==> src/rtl/core/mie_pkg.sv <==
// ----------------------------------------------------------------------------
// mie_pkg
// Types and constants shared by the modular inverse block.
// ----------------------------------------------------------------------------
package mie_pkg;

  // fixed width of the operand, modulus and inverse fields
  localparam int unsigned FIELD_BITS    = 63;
  // default datapath word width (coefficients are two's complement words)
  localparam int unsigned DEF_WORD_BITS = 64;

  // input transaction
  typedef struct packed {
    logic [FIELD_BITS-1:0] operand;
    logic [FIELD_BITS-1:0] modulus;
  } mie_in_t;

  // result transaction
  typedef struct packed {
    logic [FIELD_BITS-1:0] inverse;
    logic                  no_inverse;
  } mie_out_t;

  // controller -> datapath commands
  typedef struct packed {
    logic load;      // capture a new transaction
    logic div_init;  // seed the divider from the current remainders
    logic div_step;  // one restoring-division bit
    logic update;    // shift remainders and coefficients
    logic finish;    // form and register the result
  } mie_cmd_t;

  // datapath -> controller status
  typedef struct packed {
    logic rem_lo_zero;  // Euclid loop has terminated
  } mie_stat_t;

endpackage

==> src/rtl/core/mie_ctrl.sv <==
// ----------------------------------------------------------------------------
// mie_ctrl
// Sequencer for the Euclid rounds: a check state, a bit-serial division
// of WORD_BITS-1 steps and an update state per round, then the result.
// ----------------------------------------------------------------------------
module mie_ctrl import mie_pkg::*; #(
  parameter int unsigned WORD_BITS = DEF_WORD_BITS
) (
  input  logic      clk_i,
  input  logic      rst_ni,
  input  logic      start_i,
  output logic      busy_o,
  output logic      done_o,
  output mie_cmd_t  cmd_o,
  input  mie_stat_t stat_i
);

  localparam int unsigned F_BITS = WORD_BITS - 1;
  localparam int unsigned CNT_W  = $clog2(WORD_BITS);
  localparam logic [CNT_W-1:0] CNT_LAST = CNT_W'(F_BITS - 1);

  typedef enum logic [4:0] {
    S_IDLE   = 5'b00001,
    S_CHECK  = 5'b00010,
    S_DIV    = 5'b00100,
    S_UPDATE = 5'b01000,
    S_FINISH = 5'b10000
  } state_e;

  state_e           state_q, state_d;
  logic [CNT_W-1:0] cnt_q, cnt_d;
  logic             done_q, done_d;

  // next state and commands
  always_comb begin
    state_d = state_q;
    cnt_d   = cnt_q;
    done_d  = 1'b0;
    cmd_o   = '0;
    unique case (state_q)
      S_IDLE: begin
        if (start_i) begin
          cmd_o.load = 1'b1;
          state_d    = S_CHECK;
        end
      end
      S_CHECK: begin
        if (stat_i.rem_lo_zero) begin
          state_d = S_FINISH;
        end else begin
          cmd_o.div_init = 1'b1;
          cnt_d          = '0;
          state_d        = S_DIV;
        end
      end
      S_DIV: begin
        cmd_o.div_step = 1'b1;
        cnt_d          = cnt_q + CNT_W'(1);
        if (cnt_q == CNT_LAST) begin
          state_d = S_UPDATE;
        end
      end
      S_UPDATE: begin
        cmd_o.update = 1'b1;
        state_d      = S_CHECK;
      end
      S_FINISH: begin
        cmd_o.finish = 1'b1;
        done_d       = 1'b1;
        state_d      = S_IDLE;
      end
      default: begin
        state_d = S_IDLE;
      end
    endcase
  end

  // state registers
  always_ff @(posedge clk_i or negedge rst_ni) begin
    if (!rst_ni) begin
      state_q <= S_IDLE;
      cnt_q   <= '0;
      done_q  <= 1'b0;
    end else begin
      state_q <= state_d;
      cnt_q   <= cnt_d;
      done_q  <= done_d;
    end
  end

  assign busy_o = (state_q != S_IDLE);
  assign done_o = done_q;

endmodule

==> src/rtl/core/mie_dpath.sv <==
// ----------------------------------------------------------------------------
// mie_dpath
// Remainder and coefficient registers, a restoring divider that produces one
// quotient bit per step, and a shift-add accumulator that forms
// quotient * coefficient alongside the division.
// ----------------------------------------------------------------------------
module mie_dpath import mie_pkg::*; #(
  parameter int unsigned WORD_BITS = DEF_WORD_BITS
) (
  input  logic      clk_i,
  input  mie_cmd_t  cmd_i,
  output mie_stat_t stat_o,
  input  mie_in_t   op_i,
  output mie_out_t  res_o
);

  localparam int unsigned W = WORD_BITS;
  localparam int unsigned F = WORD_BITS - 1;

  logic [F-1:0] n_q;
  logic         nz_q;
  logic [F-1:0] rem_hi_q, rem_lo_q;
  logic [W-1:0] co_hi_q, co_lo_q;
  logic [F-1:0] par_q;   // partial remainder
  logic [F-1:0] dq_q;    // dividend bits out, quotient bits in
  logic [W-1:0] prod_q;  // quotient * co_lo, mod 2^W
  mie_out_t     res_q;

  logic [F:0]   sh;
  logic [F:0]   diff;
  logic         ge;
  logic [W-1:0] sum_n;
  logic [W-1:0] fixed;
  logic         none;

  // one restoring-division step
  assign sh   = {par_q, dq_q[F-1]};
  assign ge   = (sh >= {1'b0, rem_lo_q});
  assign diff = sh - {1'b0, rem_lo_q};

  // final correction into 0..n-1
  assign sum_n = co_hi_q + {1'b0, n_q};
  assign fixed = co_hi_q[W-1] ? sum_n : co_hi_q;
  assign none  = nz_q || (rem_hi_q[F-1:1] != '0);

  always_ff @(posedge clk_i) begin
    if (cmd_i.load) begin
      n_q      <= op_i.modulus[F-1:0];
      nz_q     <= (op_i.modulus[F-1:0] == '0);
      rem_hi_q <= op_i.modulus[F-1:0];
      rem_lo_q <= op_i.operand[F-1:0];
      co_hi_q  <= '0;
      co_lo_q  <= W'(1);
    end
    if (cmd_i.div_init) begin
      par_q  <= '0;
      dq_q   <= rem_hi_q;
      prod_q <= '0;
    end
    if (cmd_i.div_step) begin
      par_q  <= ge ? diff[F-1:0] : sh[F-1:0];
      dq_q   <= {dq_q[F-2:0], ge};
      prod_q <= {prod_q[W-2:0], 1'b0} + (ge ? co_lo_q : '0);
    end
    if (cmd_i.update) begin
      rem_hi_q <= rem_lo_q;
      rem_lo_q <= par_q;
      co_hi_q  <= co_lo_q;
      co_lo_q  <= co_hi_q - prod_q;
    end
    if (cmd_i.finish) begin
      res_q.no_inverse <= none;
      res_q.inverse    <= none ? '0 : FIELD_BITS'(fixed[F-1:0]);
    end
  end

  assign stat_o.rem_lo_zero = (rem_lo_q == '0);
  assign res_o              = res_q;

endmodule

==> src/rtl/core/modular_inverse_ext_euclid_64_top.sv <==
// ----------------------------------------------------------------------------
// modular_inverse_ext_euclid_64_top
// Modular inverse by the extended Euclidean algorithm.
//
//   channel  | handshake            | payload
//   ---------+----------------------+-------------------------------
//   input    | start, busy          | op_i  (operand, modulus)
//   result   | done_o (1-cycle)     | res_o (inverse, no_inverse)
//
// Each Euclid round is a check, WORD_BITS-1 steps of the bit-serial divider
// and a coefficient update. After acceptance the block loads the operands,
// runs R rounds (up to about 92 at 64 bits), a final check and a finish
// state, then shows the result strobe. One item is in flight at a time;
// busy is high after acceptance and falls in the cycle in which done_o is
// shown. Reset clears the controller only. The receiver cannot stall: it
// is to take the result in the done_o cycle only, unenforced by the block.
// ----------------------------------------------------------------------------
module modular_inverse_ext_euclid_64_top import mie_pkg::*; #(
  parameter int unsigned WORD_BITS = DEF_WORD_BITS
) (
  input  logic     clk_i,
  input  logic     rst_ni,
  input  logic     start,
  output logic     busy,
  input  mie_in_t  op_i,
  output logic     done_o,
  output mie_out_t res_o
);

  mie_cmd_t  cmd;
  mie_stat_t stat;

  // sequencer
  mie_ctrl #(
    .WORD_BITS (WORD_BITS)
  ) u_ctrl (
    .clk_i   (clk_i),
    .rst_ni  (rst_ni),
    .start_i (start),
    .busy_o  (busy),
    .done_o  (done_o),
    .cmd_o   (cmd),
    .stat_i  (stat)
  );

  // arithmetic
  mie_dpath #(
    .WORD_BITS (WORD_BITS)
  ) u_dpath (
    .clk_i  (clk_i),
    .cmd_i  (cmd),
    .stat_o (stat),
    .op_i   (op_i),
    .res_o  (res_o)
  );

endmodule

==> config.mk <==
export PLATFORM = sky130hd
export DESIGN_NAME = modular_inverse_ext_euclid_64_top
export DESIGN_NICKNAME = d
export VERILOG_FILES = /design/src/rtl/core/mie_pkg.sv /design/src/rtl/core/mie_ctrl.sv /design/src/rtl/core/mie_dpath.sv /design/src/rtl/core/modular_inverse_ext_euclid_64_top.sv
export SDC_FILE = /design/constraint.sdc
export NUM_CORES = 1
export LEC_CHECK = 0
export BUFFER_PORTS_ARGS = -buffer_cell sky130_fd_sc_hd__buf_2
export CAP_MARGIN = 25
export CORE_ASPECT_RATIO = 1.2
export CORE_MARGIN = 3
export CORE_UTILIZATION = 40
export CTS_CLUSTER_DIAMETER = 150
export DETAILED_ROUTE_END_ITERATION = 7
export SYNTH_ARGS = -nofsm -noshare
export SYNTH_HDL_FRONTEND = slang
export SYNTH_SLANG_ARGS = --single-unit
==> constraint.sdc <==
create_clock -name clk_i -period 57 [get_ports clk_i]
set_clock_uncertainty 0.15 [all_clocks]
set_input_delay 5.7 -clock clk_i [delete_from_list [all_inputs] [get_ports clk_i]]
set_output_delay 5.7 -clock clk_i [all_outputs]
set_load 0.02 [all_outputs]
==> Word level (Yosys, flattened, before mapping) <==
Cells that the tools add are included.
{ "word_totals": {"ff_bits": 584, "elab_cells": 69} }
{ "op_classes": {"n_addsub": 5, "order_cmp": 1, "eq_ne": 10, "muxes": 30, "n_reduce_logical": 9} }
{ "ops": {"columns": ["op", "n"], "rows": [
  ["$mux 63", 10],
  ["$mux 64", 7],
  ["$logic_not 63->1", 2],
  ["$add 64x64->64", 1],
  ["$ge 64x63->1", 1],
  ["$sub 64x64->64", 1],
  ["$add 63x63->63", 1],
  ["$sub 63x63->63", 1],
  ["$reduce_bool 62->1", 1],
  ["$pmux 5 s4", 1],
  ["$mux 5", 3],
  ["$pmux 6 s2", 1],
  ["$mux 1", 7],
  ["$add 6x1->6 const B", 1],
  ["$eq 6x6->1 const B", 1],
  ["$mux 6", 1],
  ["$reduce_bool 2->1", 3],
  ["$eq 5x1->1 const B", 1],
  ["$eq 5x2->1 const B", 1],
  ["$eq 5x3->1 const B", 1],
  ["$eq 5x4->1 const B", 1],
  ["$eq 5x5->1 const B", 1],
  ["$ne 5x1->1 const B", 1],
  ["$ne 2x2->1 const B", 2],
  ["other kinds (3)", 4]
]} }

==> Logic depth before layout (Yosys ltp) <==
Gate-level depths: netlist of run 1.
{ "logic_depth": {"ltp_word": 5, "ltp_mapped": 26} }

==> Modules after synthesis <==
Synthesis of run 1 repeated with hierarchy kept, for this count alone.
{ "unflattened": {"hier_cells": 3721, "area_unflattened_um2": 38590.8} }
{ "modules_own_cells": {"columns": ["module", "instances", "cells_per_inst", "area_each_um2", "seq_area_each_um2"], "rows": [
  ["mie_dpath", 1, 3657, 37961.4, 17176.5],
  ["mie_ctrl", 1, 64, 629.4, 301.5]
]} }

==> Worst setup path before layout of run 1 <==
OpenSTA, ideal clock, no wires.
{ "synth_timing": {"path_type": "in2reg", "from": "in start", "to": "reg u_dpath.co_hi_q[0] (enable)", "t_arrival_ps": 23419, "required_time_ps": 55626, "setup_slack_ps": 32207, "cell_stages": 2, "cell_sequence": "inv_1 > o21ai_0"} }
{ "synth_via": {"elab_chain_cells": 3} }
{ "synth_lines": {"columns": ["item", "line", "rtl"], "rows": [
  ["start: declaration", "modular_inverse_ext_euclid_64_top.sv:23", "input logic start,"],
  ["$mux 1", "mie_ctrl.sv:42", "if (start_i) begin"],
  ["$mux 1", "mie_ctrl.sv:40", "unique case (state_q)"],
  ["$reduce_bool 2->1 (no line)", null, null],
  ["end signal: assignment", "mie_dpath.sv:68", "co_hi_q <= co_lo_q;"],
  ["end: declaration", "mie_dpath.sv:23", "logic [W-1:0] co_hi_q, co_lo_q;"]
]} }
No other way between the ends.
A chain may end at the register's enable or synchronous reset.

==> Worst setup path in the final report of run 1 <==
{ "layout_timing": {"from": "reg u_ctrl.state_q[3]", "to": "out busy"} }
{ "layout_via": {"elab_chain_cells": 1} }
{ "layout_lines": {"columns": ["item", "line", "rtl"], "rows": [
  ["start: declaration", "mie_ctrl.sv:30", "state_e state_q, state_d;"],
  ["start signal: assignment", "mie_ctrl.sv:85", "state_q <= state_d;"],
  ["$ne 5x1->1", "mie_ctrl.sv:91", "assign busy_o = (state_q != S_IDLE);"],
  ["end: declaration", "modular_inverse_ext_euclid_64_top.sv:24", "output logic busy,"]
]} }
No other way between the ends.

==> flow_summary_export.csv, run 1 <==
group,metric,value,unit
logic_synthesis,synth_cells,4038,
logic_synthesis,synth_fa_ha_area_frac,0.0846,
worst_setup_path,arrival,1.94,ns
sta,max_slew.worst_pin.slew,1.02,ns
logic_synthesis,yosys_warnings,0,
clock_network,clock_path_buffers,3,
final_layout,final_core_util,0.451,
routing,drc_errors,0,
logic_synthesis,synth_edf_count,572,
global_route,grtUsageTotal,0.232,
worst_hold_path,hold_class,"reg2reg",
sta,timing.final.ws_setup,49.21,ns
sta,finalSetupViolations,0,
sta,grt_setup_unrepaired,"no",
floorplan,die_area,99300,um^2
floorplan,ioPinCount,195,
run,drv_cap,0,
logic_synthesis,synth_mux_area_frac,0.0189,
floorplan,row_count,123,
global_route,grt-ovfl-total,0,
logic_synthesis,ys.flop_type,"edfxtp_1",
worst_setup_path,startpoint_type,"register",
routing,via_per_inst,5.60,
sta,tns,0,ns
routing,route.met3.wl,6.59,mm
floorplan,die_x,288,um
clock_network,post_cts_buffers,0,
outcome,status,"finished clean",
worst_setup_path,r2r-start,"u_dpath.rem_lo_q[0]",
logic_synthesis,synth_xor_area_frac,0.0497,
logic_synthesis,synth.distinct_cells,84,
logic_synthesis,synth-async-reset-ratio,0.0205,
logic_synthesis,yosys-top-cells-count,"656 x nand2_1, 572 x edfxtp_1, 347 x nor2_1",
sta,relSlewSlack,0.319,
logic_synthesis,synth_sequential_area_ratio,0.457,
global_route,grt_pass1_wl,176,mm
placement,pre_cts_slack,48.70,ns
routing,antenna_left,0,
final_layout,drive_gt1_frac,0.0878,
global_route,grt_pass1_vias,29656,
worst_setup_path,crit_fanout,6,
placement,post-dp-hpwl,88.8,mm
pwr,peakVddDrop,0.0222,mV
worst_setup_path,path_cells,"nor3_1 > nand3b_1 > buf_2",
floorplan,core,94200,um^2
worst_setup_path,path_class,"reg2out",
worst_setup_path,slowest_stage,"dfrtp_1",
logic_synthesis,yosys.area.top_type_share,0.449,
logic_synthesis,netlist_area,38200,um^2
floorplan,dieHeight,345,um
global_route,antenna_found_initial,10,
sta,fmaxAchievable,128,MHz
clock_network,numCtsBuffers,67,
routing,met1_length,50.4,mm
logic_synthesis,yosysTopAreaCell,"edfxtp_1",
worst_hold_path,worstHoldStart,"u_dpath.dq_q[12]",
logic_synthesis,ys_ff_latch,584,
routing,highest_layer,"met5",
final_layout,area_delta_synth_final,11.3,%
placement,io_buffers,194,
pwr,cellLeakagePower,17.1,nW
clock_network,cts_max_level,3,
logic_synthesis,synth_top_family_by_area,"simple AND/OR/NAND/NOR gates",
worst_setup_path,max_stage_delay,0.42,ns
worst_setup_path,cp-startpoint,"u_ctrl.state_q[3]",
routing,routed_wl,117,mm
clock_network,cts-root-buf,"clkbuf_16",
final_layout,nets,4526,
logic_synthesis,synthTopCellsByArea,"edfxtp_1 45%, ha_1 8.2%, nand2_1 6.4%",
routing,wl_per_cell,21.5,um
pwr,power_density,21.4,nW/um^2
worst_setup_path,cp-end-kind,"output port",
logic_synthesis,syn_nets,4423,
routing,first_pass_iters,8,
logic_synthesis,synthSimpleGateAreaFrac,0.181,
clock_network,cts_tree,"built",
worst_setup_path,cp.required,51.15,ns
clock_network,cts_resized,0,
clock_network,clock-sinks,584,
clock_network,clkLatencyLatePin,0.64,ns
routing,vias,30522,
clock_network,clk_pin_slew,0.06,ns
logic_synthesis,yosysMostFrequentCell,"nand2_1",
logic_synthesis,synth_compound_area_frac,0.170,
logic_synthesis,syn_avg_cell_area,9.46,um^2
sta,hold_viol,0,
sta,slew_viol_final,0,
sta,timing.hold.ws,0.358,ns
floorplan,initial_core_util,0.406,
sta,layout_min_cycle_time,7.79,ns
sta,fin_crit_sh,0.137,
placement,gp_congestion,0.944,
global_route,grt_max_degree,123,
routing,met2_length,56.0,mm
routing,drt_iter0_drc,2599,
clock_network,cts_hold_buffers,0,
per-stage QoR:
stage                     total power [W]  cell area, um^2  instances
final                            0.000909            42500       5451
after global routing             0.000933            42500       5447
after CTS                        0.000917            42500       5441
after detailed placement         0.000489            40300       5320
after global placement           0.000488            40300       5316
after floorplan                  0.000479            38200       4038
flip-flops by register name, summed over array words and instances, names as in the netlist:
register          flops
u_ctrl.done_o         1
u_ctrl.state_q        5
u_dpath.dq_q         63
u_ctrl.cnt_q          6
u_dpath.rem_hi_q     63
u_dpath.nz_q          1
u_dpath.res_o        64
u_dpath.prod_q       64
u_dpath.rem_lo_q     63
u_dpath.par_q        63
u_dpath.n_q          63
u_dpath.co_hi_q      64
u_dpath.co_lo_q      64
power breakdown:
| part | total, W | internal, W | switching [W] | leakage (nW) |
|---|---|---|---|---|
| logic | 0.0000132 | 0.00000496 | 0.00000820 | 10.8 |
| clock network | 0.000430 | 0.000244 | 0.000186 | 1.04 |
| registers | 0.000466 | 0.000466 | 0 | 5.26 |
placed cells by master, fill, tap and decap left out, types with 13 or more instances in the layout:
master | netlist | routed
inv_1 | 187 | 187
nor3_1 | 41 | 41
and2_1 | 141 | 141
a21o_1 | 200 | 200
nand3_1 | 49 | 49
nand4_1 | 74 | 74
mux2i_1 | 72 | 72
nor2_1 | 347 | 346
o21bai_1 | 52 | 52
xnor2_1 | 122 | 122
o21a_1 | 24 | 24
nor2b_1 | 28 | 28
nor4_1 | 59 | 56
buf_2 | 14 | 195
a211oi_1 | 23 | 23
nand2b_1 | 33 | 33
o211ai_1 | 13 | 13
a21oi_1 | 313 | 313
clkinv_2 | 0 | 13
xor2_1 | 95 | 95
buf_4 | 2 | 24
o31ai_1 | 16 | 16
and3_1 | 32 | 31
clkbuf_16 | 0 | 68
a31oi_1 | 34 | 34
nand2_1 | 656 | 655
edfxtp_1 | 572 | 572
ha_1 | 252 | 252
o21ai_0 | 196 | 195
or3_1 | 13 | 13
worst max-delay path, delay by kind of cell, from the launching register on:
kind                   cells  cell delay (ns)
buffers and inverters      1             0.29
and+or+nand+nor            2             0.59
DFF                        1             0.42
metal layers:
| layer | track usage | vias to the layer above |
|---|---|---|
| li1 | - | 14797 |
| met1 | 0.303 | 14611 |
| met2 | 0.391 | 929 |
| met3 | 0.0284 | 181 |
| met4 | 0.0904 | 4 |
| met5 | 0 | - |
logic make-up (layout without fill, tap and decap cells):
group                      Yosys count  after routing
and+or+nand+nor                   1517           1517
AOI/OAI and AO/OA                 1013           1013
DFF                                584            584
buffers and inverters              379            534
adders and majority gates          256            256
xor gates and xnor gates           217            217
muxes                               72             72
other                                0              8
area by class of cell:
type / count / area, um^2
Antenna cell: 8 / 20.0
Clock buffer: 80 / 1750
Clock inverter: 41 / 384
Fill cell: 9210 / 51700
Inverter: 188 / 706
Multi-Input combinational cell: 3075 / 19300
Sequential cell: 584 / 17500
Tap cell: 1250 / 1560
Timing Repair Buffer: 225 / 1270
final timing paths:
check | depth (start not counted) | slack [ns] | endpoint
max in group asynchronous | 1 | 51.63 | u_ctrl.state_q[0]
setup / recovery | 3 | 49.21 | busy
setup reg to reg | 23 | 49.42 | u_dpath.prod_q[61]
min in group asynchronous | 1 | 4.79 | u_ctrl.cnt_q[4]
hold reg to reg | 2 | 0.36 | u_dpath.dq_q[13]
hold / removal | 2 | 0.36 | u_dpath.dq_q[13]
Note: power is estimated with default switching activity, not from simulation.
==> run 2: changes to the inputs <==
Settings changed: ABC_AREA from default to 1.
Clock period 57 ns to 8 ns, I/O delays scaled along.
==> run 2 against run 1 <==
  * Die area grew 11%
  * Non-clock buffer count stayed put
  * Setup slack lost 47 ns
  * Clock power rose to 8.1 times the previous value
  * Utilization rose by 0.062 points
  * Critical path type is now reg2reg
==> flow_summary_export.csv, run 2 <==
group,metric,value,unit
floorplan,ioPinCount,195,
logic_synthesis,yosys.area.top_type_share,0.405,
logic_synthesis,yosysTopAreaCell,"edfxtp_1",
logic_synthesis,ys_ff_latch,584,
global_route,antenna_found_initial,2,
clock_network,cts_resized,0,
clock_network,clock-sinks,584,
sta,layout_min_cycle_time,5.77,ns
routing,first_pass_iters,6,
pwr,peakVddDrop,0.271,mV
sta,fin_crit_sh,0.722,
routing,antenna_left,0,
clock_network,cts_max_level,3,
logic_synthesis,synth_sequential_area_ratio,0.412,
worst_setup_path,crit_fanout,39,
final_layout,nets,6381,
clock_network,clock_path_buffers,3,
floorplan,initial_core_util,0.404,
global_route,grt-ovfl-total,0,
global_route,grt_max_degree,153,
placement,io_buffers,194,
logic_synthesis,syn_nets,6193,
logic_synthesis,netlist_area,42500,um^2
logic_synthesis,yosys-top-cells-count,"1368 x nand2_1, 948 x nor2_1, 887 x inv_1",
placement,gp_congestion,1.03,
run,drv_cap,0,
clock_network,cts_tree,"built",
outcome,status,"finished clean",
floorplan,row_count,130,
worst_setup_path,path_class,"reg2reg",
floorplan,core,105000,um^2
pwr,power_density,393,nW/um^2
logic_synthesis,synth_cells,5808,
sta,grt_setup_unrepaired,"no",
logic_synthesis,yosysMostFrequentCell,"nand2_1",
placement,post-dp-hpwl,148,mm
final_layout,layout_common_cells,"1366 x nand2_1, 947 x nor2_1, 886 x inv_1",
sta,finalSetupViolations,0,
clock_network,numCtsBuffers,69,
logic_synthesis,yosys_warnings,0,
final_layout,area_delta_synth_final,11.9,%
clock_network,clk_pin_slew,0.06,ns
routing,routed_wl,180,mm
logic_synthesis,synthTopCellsByArea,"edfxtp_1 40%, nand2_1 12%, nor2_1 8.4%",
worst_hold_path,hold_class,"in2reg",
final_layout,drive_gt1_frac,0.0615,
global_route,grtUsageTotal,0.323,
worst_setup_path,arrival,6.05,ns
logic_synthesis,synth.distinct_cells,48,
worst_setup_path,slowest_stage,"o21ai_0",
sta,max_slew.worst_pin.slew,1.05,ns
floorplan,die_area,110000,um^2
routing,wl_per_cell,24.2,um
routing,drc_errors,0,
logic_synthesis,syn_avg_cell_area,7.31,um^2
sta,slew_viol_final,0,
clock_network,post_cts_buffers,0,
logic_synthesis,synth-async-reset-ratio,0.0205,
worst_setup_path,startpoint_type,"register",
worst_setup_path,cp-end-kind,"register",
sta,tns,0,ns
floorplan,die_x,303,um
worst_setup_path,max_stage_delay,0.61,ns
placement,pre_cts_slack,2.33,ns
sta,hold_viol,0,
sta,relSlewSlack,0.295,
clock_network,cts-root-buf,"clkbuf_16",
global_route,grt_pass1_vias,39241,
global_route,grt_pass1_wl,259,mm
routing,vias,40284,
routing,via_per_inst,5.42,
worst_setup_path,cp.required,8.27,ns
final_layout,fillers,11060,
logic_synthesis,synth_edf_count,572,
logic_synthesis,ys.flop_type,"edfxtp_1",
clock_network,clkLatencyLatePin,0.69,ns
final_layout,num_antenna_cells,0,
routing,drt_iter0_drc,3396,
pwr,cellLeakagePower,20.7,nW
worst_setup_path,crit_path_frequent_cell,"nand2_1",
final_layout,layout.cells.most_common,"nand2_1",
sta,fmaxAchievable,173,MHz
sta,timing.final.ws_setup,2.23,ns
clock_network,cts_hold_buffers,1,
floorplan,dieHeight,363,um
==> run 2: cell types whose count changed after synthesis, sizes merged, moves of 93 or more <==
cell | previous run | this run
nand2 | 656 | 1372
inv | 187 | 896
nor2 | 347 | 954
o21ai | 206 | 452
nand3 | 49 | 222
a21oi | 314 | 484
a21o | 200 | 51
and2 | 141 | 2
xnor2 | 122 | 29
==> run 2: worst max-delay path, delay by kind of cell (launching register included) <==
kind / cells / cell delay, ns
AOI/OAI and AO/OA: 2 / 0.84
adders and majority gates: 3 / 0.97
buffers and inverters: 6 / 1.20
and+or+nand+nor: 19 / 1.91
DFF: 1 / 0.40
==> run 2: layout make-up <==
cell class,instances,area [um^2],share of cell area
repair buffers,225,1290,0.0272
multi-input cells,4218,21200,0.446
clock buffers,79,1780,0.0376
inverters,898,3370,0.0710
flip-flops and latches,584,17500,0.368
well taps,1386,1730,0.0365
clock inverters,48,644,0.0136
==> run 2: cells by family (layout without fill, tap and decap cells) <==
group,Yosys count,in the layout,synth area share
xor+xnor,72,72,0.0149
simple gates,2740,2740,0.260
compound gates,1150,1150,0.147
buf+inv,1006,1250,0.0900
fa+ha+maj,256,256,0.0762
flops,584,584,0.412
==> run 2: routing by layer <==
| layer | vias up | share of wire | global-route usage |
|---|---|---|---|
| li1 | 19552 | - | - |
| met1 | 18991 | 0.41 | 0.410 |
| met2 | 1401 | 0.47 | 0.538 |
| met3 | 340 | 0.053 | 0.0298 |
| met4 | 0 | 0.065 | 0.182 |
| met5 | - | 0 | 0 |
==> run 2: final timing paths <==
kind / startpoint / to / slack (ns) / cells after the start
setup / recovery: u_dpath.dq_q[62] / u_dpath.prod_q[46] / 2.23 / 30
hold / removal: op_i[8] / u_dpath.n_q[8] / 0.20 / 1
setup reg to reg: u_dpath.dq_q[62] / u_dpath.prod_q[46] / 2.23 / 30
hold reg to reg: u_dpath.dq_q[6] / u_dpath.dq_q[7] / 0.37 / 2
max in group asynchronous: rst_ni / u_ctrl.state_q[0] / 7.04 / 2
min in group asynchronous: rst_ni / u_ctrl.cnt_q[5] / 0.39 / 2
==> run 2: per-stage QoR <==
step | instance area (um^2) | util | power, W | instances | hold WS, ns
after floorplan | 42500 | - | 0.0115 | 5808 | 0.344
after global placement | 45000 | 0.428 | 0.0150 | 7307 | 0.347
after detailed placement | 45100 | 0.429 | 0.0150 | 7310 | 0.353
after CTS | 47500 | 0.452 | 0.0186 | 7438 | 0.135
after global routing | 47500 | 0.452 | 0.0199 | 7438 | 0.187
final | 47500 | 0.452 | 0.0187 | 7438 | 0.197
==> run 2: power breakdown <==
part | switching [W] | internal (W)
Clock | 0.00144 | 0.00205
Combinational | 0.00721 | 0.00276
Sequential | 0.000713 | 0.00452
